### config.mk
export PLATFORM = sky130hd
export DESIGN_NAME = pre_post_trigger_fault_capture
export DESIGN_NICKNAME = d
export VERILOG_FILES = /design/src/hdl/pptfc_pkg.sv /design/src/hdl/pptfc_cell.sv /design/src/hdl/pptfc_trigger.sv /design/src/hdl/pre_post_trigger_fault_capture.sv
export SDC_FILE = /design/constraint.sdc
export NUM_CORES = 2
export LEC_CHECK = 0
export BUFFER_PORTS_ARGS = -buffer_cell sky130_fd_sc_hd__buf_2
export CAP_MARGIN = 20
export CORE_MARGIN = 4
export CORE_UTILIZATION = 65
export DETAILED_ROUTE_END_ITERATION = 12
export HOLD_SLACK_MARGIN = 0.03
export PLACE_DENSITY = 0.83
export SKIP_CTS_REPAIR_TIMING = 1
export SLEW_MARGIN = 20
export SYNTH_ARGS = -nofsm -noshare
export SYNTH_HDL_FRONTEND = slang
export SYNTH_SLANG_ARGS = --single-unit
export TNS_END_PERCENT = 20
### constraint.sdc
create_clock -name clk_i -period 6.95 [get_ports clk_i]
set_input_delay 0.695 -clock clk_i [delete_from_list [all_inputs] [get_ports clk_i]]
set_output_delay 0.695 -clock clk_i [all_outputs]
set_load 0.1 [all_outputs]
### src/hdl/pptfc_pkg.sv
// Package for the pre/post-trigger fault capture block.
// Holds field widths, register indexes and parameter defaults; depends on nothing.
package pptfc_pkg;

  // Field widths fixed by the interface.
  localparam int DataW     = 48;
  localparam int FaultW    = 16;
  localparam int SlotW     = 13;
  localparam int PosW      = 5;
  localparam int TicksW    = 5;
  localparam int CfgIdxW   = 2;
  localparam int CfgDataW  = 13;
  localparam int NumSources = 5;

  // Defaults for the top-level parameters.
  localparam int HistoryDepthDef = 30;
  localparam int CaptureCountDef = 200;
  localparam int PayloadBitsDef  = 48;

  // Register reset values.
  localparam logic [TicksW-1:0] PostTicksReset = 5'd16;
  localparam logic [SlotW-1:0]  StartSlotReset = 13'd0;

  // Configuration register indexes.
  localparam logic [CfgIdxW-1:0] RegPostTriggerTicks = 2'd0;
  localparam logic [CfgIdxW-1:0] RegStartSlot        = 2'd1;

endpackage

### src/hdl/pptfc_cell.sv
// One history cell of the capture chain: a payload register that takes either
// its neighbor's entry or a fresh sample. Depends on nothing.
module pptfc_cell #(
  parameter int Width = 48
) (
  input  logic             clk_i,
  input  logic             rst_ni,
  input  logic             shift_i,
  input  logic             take_sample_i,
  input  logic [Width-1:0] sample_i,
  input  logic [Width-1:0] neighbor_i,
  output logic [Width-1:0] data_o
);

  logic [Width-1:0] data_q;
  logic [Width-1:0] data_d;

  // Pick the incoming entry: a new sample at the head, otherwise the neighbor.
  always_comb begin
    data_d = data_q;
    if (shift_i) begin
      data_d = take_sample_i ? sample_i : neighbor_i;
    end
  end

  // History storage starts at zero after reset.
  always_ff @(posedge clk_i or negedge rst_ni) begin
    if (!rst_ni) begin
      data_q <= '0;
    end else begin
      data_q <= data_d;
    end
  end

  assign data_o = data_q;

endmodule

### src/hdl/pptfc_trigger.sv
// Fault trigger detection: compares each fault word with its value on the
// previous tick. Depends on pptfc_pkg.
module pptfc_trigger (
  input  logic                        clk_i,
  input  logic                        rst_ni,
  input  logic                        tick_i,
  input  logic [pptfc_pkg::FaultW-1:0] fault_i [pptfc_pkg::NumSources],
  output logic                        trigger_o
);

  logic [pptfc_pkg::FaultW-1:0] prev_q [pptfc_pkg::NumSources];
  logic [pptfc_pkg::NumSources-1:0] hit;

  // A source fires when its word is nonzero and has changed since last tick.
  always_comb begin
    for (int i = 0; i < pptfc_pkg::NumSources; i++) begin
      hit[i] = (fault_i[i] != '0) && (fault_i[i] != prev_q[i]);
    end
  end

  assign trigger_o = |hit;

  // Remember this tick's fault words.
  always_ff @(posedge clk_i or negedge rst_ni) begin
    if (!rst_ni) begin
      for (int i = 0; i < pptfc_pkg::NumSources; i++) begin
        prev_q[i] <= '0;
      end
    end else if (tick_i) begin
      for (int i = 0; i < pptfc_pkg::NumSources; i++) begin
        prev_q[i] <= fault_i[i];
      end
    end
  end

endmodule

### src/hdl/pre_post_trigger_fault_capture.sv
// Top level of the pre/post-trigger fault capture block; uses pptfc_pkg,
// pptfc_cell and pptfc_trigger. Each accepted tick enters its snapshot into a
// chain of HISTORY_DEPTH cells and has its fault words checked for triggers.
// When the post-trigger count reaches post_trigger_ticks, the chain rotates
// once, one cell per cycle while the output register is free or being taken,
// and each rotation step hands the oldest entry to the output register; no
// tick is accepted during the dump. The last record waits in the output
// register while the next tick is already accepted. Configuration writes are
// taken at any time and should only be issued while the block is idle; there
// is no clearing pass.
module pre_post_trigger_fault_capture #(
  parameter int HISTORY_DEPTH = pptfc_pkg::HistoryDepthDef,
  parameter int CAPTURE_COUNT = pptfc_pkg::CaptureCountDef,
  parameter int PAYLOAD_BITS  = pptfc_pkg::PayloadBitsDef
) (
  input  logic                          clk_i,
  input  logic                          rst_ni,
  // Input tick channel.
  input  logic                          in_valid_i,
  output logic                          in_ready_o,
  input  logic [pptfc_pkg::DataW-1:0]   sample_payload_i,
  input  logic [pptfc_pkg::FaultW-1:0]  system_fault_i,
  input  logic [pptfc_pkg::FaultW-1:0]  supply_a_fault_i,
  input  logic [pptfc_pkg::FaultW-1:0]  supply_b_fault_i,
  input  logic [pptfc_pkg::FaultW-1:0]  inverter_a_fault_i,
  input  logic [pptfc_pkg::FaultW-1:0]  inverter_b_fault_i,
  // Record output channel.
  output logic                          out_valid_o,
  input  logic                          out_ready_i,
  output logic [pptfc_pkg::DataW-1:0]   record_data_o,
  output logic [pptfc_pkg::SlotW-1:0]   record_slot_o,
  output logic [pptfc_pkg::PosW-1:0]    record_position_o,
  output logic                          capture_last_o,
  // Configuration write channel.
  input  logic                          cfg_valid_i,
  output logic                          cfg_ready_o,
  input  logic [pptfc_pkg::CfgIdxW-1:0] cfg_index_i,
  input  logic [pptfc_pkg::CfgDataW-1:0] cfg_data_i
);

  localparam int CellW     = (PAYLOAD_BITS < pptfc_pkg::DataW) ? PAYLOAD_BITS
                                                                : pptfc_pkg::DataW;
  localparam int SlotTotal = CAPTURE_COUNT * HISTORY_DEPTH;
  localparam int SlotCntW  = $clog2(SlotTotal);
  localparam int IdxW      = $clog2(HISTORY_DEPTH);

  localparam logic [SlotCntW-1:0] SlotLast = SlotCntW'(SlotTotal - 1);
  localparam logic [IdxW-1:0]     IdxLast  = IdxW'(HISTORY_DEPTH - 1);

  // Configuration and control state.
  logic [pptfc_pkg::TicksW-1:0] post_ticks_q;
  logic [SlotCntW-1:0]          write_slot_q, write_slot_d;
  logic                         armed_q, armed_d;
  logic [pptfc_pkg::TicksW-1:0] post_count_q, post_count_d;
  logic                         dump_q, dump_d;
  logic [IdxW-1:0]              idx_q, idx_d;

  // Output register.
  logic                         out_valid_q, out_valid_d;
  logic [pptfc_pkg::DataW-1:0]  rec_data_q;
  logic [pptfc_pkg::SlotW-1:0]  rec_slot_q;
  logic [pptfc_pkg::PosW-1:0]   rec_pos_q;
  logic                         rec_last_q;

  logic                         tick;
  logic                         load;
  logic                         shift;
  logic                         trigger;
  logic                         cfg_write;
  logic [pptfc_pkg::TicksW-1:0] count_base;
  logic [pptfc_pkg::TicksW-1:0] count_next;
  logic [pptfc_pkg::FaultW-1:0] faults [pptfc_pkg::NumSources];
  logic [CellW-1:0]             sample;
  logic [CellW-1:0]             cell_data [HISTORY_DEPTH];

  assign in_ready_o  = !dump_q;
  assign tick        = in_valid_i && in_ready_o;
  assign load        = dump_q && (!out_valid_q || out_ready_i);
  assign shift       = tick || load;
  assign cfg_ready_o = 1'b1;
  assign cfg_write   = cfg_valid_i && cfg_ready_o;
  assign sample      = CellW'(sample_payload_i);

  assign faults[0] = system_fault_i;
  assign faults[1] = supply_a_fault_i;
  assign faults[2] = supply_b_fault_i;
  assign faults[3] = inverter_a_fault_i;
  assign faults[4] = inverter_b_fault_i;

  pptfc_trigger u_trigger (
    .clk_i     (clk_i),
    .rst_ni    (rst_ni),
    .tick_i    (tick),
    .fault_i   (faults),
    .trigger_o (trigger)
  );

  // History chain: the newest entry sits in the last cell. During a dump the
  // chain rotates so the oldest entry in cell 0 wraps round to the last cell.
  for (genvar g = 0; g < HISTORY_DEPTH; g++) begin : g_cells
    if (g == HISTORY_DEPTH - 1) begin : g_head
      pptfc_cell #(.Width(CellW)) u_cell (
        .clk_i         (clk_i),
        .rst_ni        (rst_ni),
        .shift_i       (shift),
        .take_sample_i (tick),
        .sample_i      (sample),
        .neighbor_i    (cell_data[0]),
        .data_o        (cell_data[g])
      );
    end else begin : g_body
      pptfc_cell #(.Width(CellW)) u_cell (
        .clk_i         (clk_i),
        .rst_ni        (rst_ni),
        .shift_i       (shift),
        .take_sample_i (1'b0),
        .sample_i      (sample),
        .neighbor_i    (cell_data[g+1]),
        .data_o        (cell_data[g])
      );
    end
  end

  // Post-trigger counting: a trigger restarts the count at this tick.
  assign count_base = trigger ? '0 : post_count_q;
  assign count_next = count_base + pptfc_pkg::TicksW'(1);

  always_comb begin
    armed_d      = armed_q;
    post_count_d = post_count_q;
    dump_d       = dump_q;
    idx_d        = idx_q;
    write_slot_d = write_slot_q;
    if (tick) begin
      if (armed_q || trigger) begin
        if (count_next >= post_ticks_q) begin
          armed_d      = 1'b0;
          post_count_d = '0;
          dump_d       = 1'b1;
          idx_d        = '0;
        end else begin
          armed_d      = 1'b1;
          post_count_d = count_next;
        end
      end
    end
    if (load) begin
      idx_d        = idx_q + IdxW'(1);
      write_slot_d = (write_slot_q == SlotLast) ? '0 : write_slot_q + SlotCntW'(1);
      if (idx_q == IdxLast) begin
        dump_d = 1'b0;
      end
    end
    // A start slot write reloads the slot counter; a value beyond the slot range gives slot 0.
    if (cfg_write && (cfg_index_i == pptfc_pkg::RegStartSlot)) begin
      write_slot_d = (32'(cfg_data_i) < SlotTotal) ? SlotCntW'(cfg_data_i) : '0;
    end
  end

  // Output register handshake.
  always_comb begin
    out_valid_d = out_valid_q;
    if (load) begin
      out_valid_d = 1'b1;
    end else if (out_ready_i) begin
      out_valid_d = 1'b0;
    end
  end

  // Control state.
  always_ff @(posedge clk_i or negedge rst_ni) begin
    if (!rst_ni) begin
      post_ticks_q <= pptfc_pkg::PostTicksReset;
      write_slot_q <= SlotCntW'(pptfc_pkg::StartSlotReset);
      armed_q      <= 1'b0;
      post_count_q <= '0;
      dump_q       <= 1'b0;
      idx_q        <= '0;
      out_valid_q  <= 1'b0;
    end else begin
      if (cfg_write && (cfg_index_i == pptfc_pkg::RegPostTriggerTicks)) begin
        post_ticks_q <= cfg_data_i[pptfc_pkg::TicksW-1:0];
      end
      write_slot_q <= write_slot_d;
      armed_q      <= armed_d;
      post_count_q <= post_count_d;
      dump_q       <= dump_d;
      idx_q        <= idx_d;
      out_valid_q  <= out_valid_d;
    end
  end

  // Record payload, loaded from the oldest cell on each dump step.
  always_ff @(posedge clk_i) begin
    if (load) begin
      rec_data_q <= pptfc_pkg::DataW'(cell_data[0]);
      rec_slot_q <= pptfc_pkg::SlotW'(write_slot_q);
      rec_pos_q  <= pptfc_pkg::PosW'(idx_q);
      rec_last_q <= (idx_q == IdxLast);
    end
  end

  assign out_valid_o       = out_valid_q;
  assign record_data_o     = rec_data_q;
  assign record_slot_o     = rec_slot_q;
  assign record_position_o = rec_pos_q;
  assign capture_last_o    = rec_last_q;

`ifndef SYNTH
  // The final record of a dump is always at the last history position.
  a_last_position: assert property (@(posedge clk_i) disable iff (!rst_ni)
    (out_valid_o && capture_last_o) |-> (record_position_o == pptfc_pkg::PosW'(IdxLast)))
    else $error("capture_last on a record that is not the newest entry");

  // A record that is not taken stays valid and unchanged.
  a_hold_record: assert property (@(posedge clk_i) disable iff (!rst_ni)
    (out_valid_o && !out_ready_i) |=> (out_valid_o && $stable(record_data_o)
      && $stable(record_slot_o) && $stable(record_position_o)
      && $stable(capture_last_o)))
    else $error("record changed or dropped before its transfer");

  // A tick is never accepted in the same cycle as a dump step.
  a_no_tick_in_dump: assert property (@(posedge clk_i) disable iff (!rst_ni)
    tick |-> !load)
    else $error("tick accepted during a dump step");

  // Slot numbers stay within the slot range.
  a_slot_range: assert property (@(posedge clk_i) disable iff (!rst_ni)
    out_valid_o |-> (32'(record_slot_o) < SlotTotal))
    else $error("record slot beyond the slot range");
`endif

endmodule
==> run_results.csv <==
group,metric,value,unit
outcome,run_status,"complete, no violations",
synth,ys_dominant_reg_cell,"sky130_fd_sc_hd__dfrtp_1",
sta,fin_crit_sh,0.694,
drt,drt_wl_total,129000,µm
worst_setup_path,timing.setup.critical_path_class,"register to register",
drt,post_drt_wl_per_cell,15.4,µm
synth,synth.net_count,7055,
sta,worstMarginPinSlew,1.06,ns
synth,synthesis.area_per_instance,8.96,µm²
synth,ys_seq_elements,1618,
clock_network,cts_max_level,4,
drt,avgViaCountPerCell,5.30,
floorplan,design.die.area,100000,µm²
layout,final_nets,7125,
power,cellLeakagePower,38.6,nW
worst_setup_path,slowest_delay,0.86,ns
layout,fraction_of_final_layout_cells_with_drive_strength_greater_than_1,0.0733,
sta,setup-tns-final,0,ns
synth,yosysUniqueCellTypes,47,
synth,synth_edf_count,67,
placement,dp.final_hpwl,73900,µm
sta,timing.max_slew.rel_slack,0.294,
power,power.density_cell_area,444,nW/µm²
global_route,grt_max_degree,246,
worst_setup_path,cp_slowest_cell,"sky130_fd_sc_hd__a222oi_1",
clock_network,clkTransAtPathRegs,0.06,ns
drt,total_via_count_in_the_routed_design,44300,
clock_network,clock-sinks,1618,
floorplan,rows,112,
worst_setup_path,critPathRequiredTime,7.54,ns
drt,remaining_drc_errors,0,
sta,max_freq,207,MHz
synth,synth_sequential_area_ratio,0.661,
global_route,grt_pass1_wl,216000,µm
clock_network,clk_latency_worst_skew_pair,0.75,ns
sta,finalHoldViolations,0,
sta,final.setup_skew,0.0292,ns
floorplan,core-area,93700,µm²
global_route,via_count_of_the_first_global_routing_pass,44000,
placement,buffer_ports.inserted,216,
worst_setup_path,timing.critical_path.cells,"xor2_1 -> nor4_1 -> nand4_1 -> a222oi_1 -> nand2_1 -> nor2_1 -> ha_1 -> nand3_1 -> xor2_1 -> nor2_1 -> ha_1 -> nand2_1 -> o21ai_1 -> nor2_1 -> a32oi_1 -> o21ai_1",
worst_setup_path,timing.critical_path.from_type,"register",
job,max-cap-violations,0,
power,vdd_drop_max,0.000258,V
clock_network,cts_tree,"built",
synth,synth_warnings,0,
global_route,antenna_violations_before_repair,8,
synth,syn-cell-area,61800,µm²
sta,final-max-slew-violation-count,0,
drt,drt-initial-drc-count,4294,
layout,finalCoreUtilization,0.736,
drt,detail-route-antenna-nets,0,
layout,most-common-layout-cells,"sky130_fd_sc_hd__nand2_1, sky130_fd_sc_hd__dfrtp_1, sky130_fd_sc_hd__buf_2",
global_route,all_layer_global_routing_usage,0.262,
worst_setup_path,path_max_fanout,13,
placement,gpl.final_weighted_congestion,0.843,
layout,layout.cells.most_common,"sky130_fd_sc_hd__nand2_1",
clock_network,cts_root_buffer,"sky130_fd_sc_hd__clkbuf_16",
synth,synthesis.instances,6898,
sta,report.final.setup_viol,0,
sta,unrepaired_setup_endpoints_after_global_routing,"false",
worst_hold_path,min-delay-path-class,"input port to register",
floorplan,ioPinCount,218,
floorplan,die_y,316,µm
layout,flow.area_growth_from_synthesis,11.7,%
sta,minimum_clock_period_after_layout,4.82,ns
drt,first_pass_iters,5,
clock_network,cts_buffers,156,
floorplan,initial_utilization,0.659,
worst_setup_path,timing.critical_path.to_type,"register",
global_route,globalRoute.totalOverflow,0,
floorplan,die-width,316,µm
worst_setup_path,worst-endpoint-arrival,5.41,ns
worst_setup_path,timing.critical_path.mode_cell,"sky130_fd_sc_hd__nor2_1",
clock_network,cts.path.max_buffers,3,
synth,async_flop_share,0.959,
flip-flops by register name, summed over array words and instances, names as in the netlist:
register,cells
g_cells.g_body.u_cell.data_o,1392
u_trigger.prev_q,80
g_cells.g_head.u_cell.data_o,48
record_data_o,48
record_slot_o,13
write_slot_q,13
idx_q,5
post_count_q,5
post_ticks_q,5
record_position_o,5
armed_q,1
capture_last_o,1
dump_q,1
out_valid_o,1
cells by family (layout without fill, tap and decap cells):
group	count (synthesis)	in the layout	synth area share
fa+ha+maj	9	9	0.00182
compound gates	117	117	0.0119
flops	1618	1618	0.661
buf+inv	368	560	0.0244
xor+xnor	86	86	0.0122
simple gates	4697	4697	0.289
mux	2	2	0.000344
other cells	1	7	0.0000607
cell type report:
type,instances,area (µm²)
diodes,6,15.0
repair buffers,267,1820
well taps,1254,1570
clock buffers,223,4640
inverters,13,48.8
fillers,6380,24700
flip-flops and latches,1618,40800
multi-input cells,4912,19500
clock inverters,57,596
critical path, delay by kind of cell (launching register included):
| kind | cells | cell delay [ns] |
|---|---|---|
| AOI/OAI and AO/OA | 4 | 1.59 |
| xor gates and xnor gates | 2 | 0.34 |
| adders and majority gates | 2 | 0.59 |
| DFF | 1 | 0.39 |
| and+or+nand+nor | 8 | 1.75 |
path summary, 6_finish.rpt:
| path | slack [ns] | from | endpoint | cells past startpoint |
|---|---|---|---|---|
| min reg2reg | 0.45 | g_cells[4].g_body.u_cell.data_o[27] | g_cells[3].g_body.u_cell.data_o[27] | 2 |
| max reg2reg | 2.13 | u_trigger.prev_q[5] | post_count_q[3] | 16 |
| min | 0.20 | cfg_data_i[3] | post_ticks_q[3] | 3 |
| max | 2.13 | u_trigger.prev_q[5] | post_count_q[3] | 16 |
| min in group asynchronous | 0.43 | rst_ni | g_cells[20].g_body.u_cell.data_o[10] | 2 |
| max in group asynchronous | 4.52 | rst_ni | g_cells[15].g_body.u_cell.data_o[43] | 5 |
metal layers:
layer	part of all wire	vias up	wire length (µm)	GRT usage
met2	0.50	938	64800	0.435
met4	0.026	2	3340	0.0862
met5	0.000078	-	10	0
met1	0.43	22000	55100	0.365
li1	-	21200	-	-
met3	0.043	230	5500	0.0385
per-stage QoR:
stage	setup slack [ns]	power, mW	std cells	hold WS (ns)	area [µm²]
floorplan	3.01	20.0	6898	0.399	61800
global placement	1.82	21.7	8060	0.444	63700
detailed placement	1.76	22.0	8061	0.448	63700
CTS	2.19	30.9	8341	0.0520	68900
global route	1.76	32.6	8350	0.179	69000
finish	2.13	30.6	8350	0.196	69000
synthesized netlist by cell type, drive strengths merged, types with 3 or more instances:
cell type | count | area share
a21oi | 15 | 0.0012
a31oi | 51 | 0.0052
and3 | 5 | 0.00051
buf | 101 | 0.0081
clkbuf | 254 | 0.015
dfrtp | 1550 | 0.63
edfxtp | 67 | 0.033
ha | 9 | 0.0018
inv | 13 | 0.00079
nand2 | 4542 | 0.28
nand2b | 3 | 0.00030
nand3 | 8 | 0.00065
nand4 | 13 | 0.0013
nor2 | 71 | 0.0043
nor3 | 3 | 0.00024
nor3b | 4 | 0.00049
nor4 | 42 | 0.0043
o211ai | 6 | 0.00073
o21ai | 28 | 0.0023
xor2 | 86 | 0.012
report_power, final:
part | internal, mW | switching [mW]
clock | 5.02 | 3.56
combinational | 1.86 | 4.79
sequential | 13.2 | 2.18
Note: power is estimated with default switching activity, not from simulation.
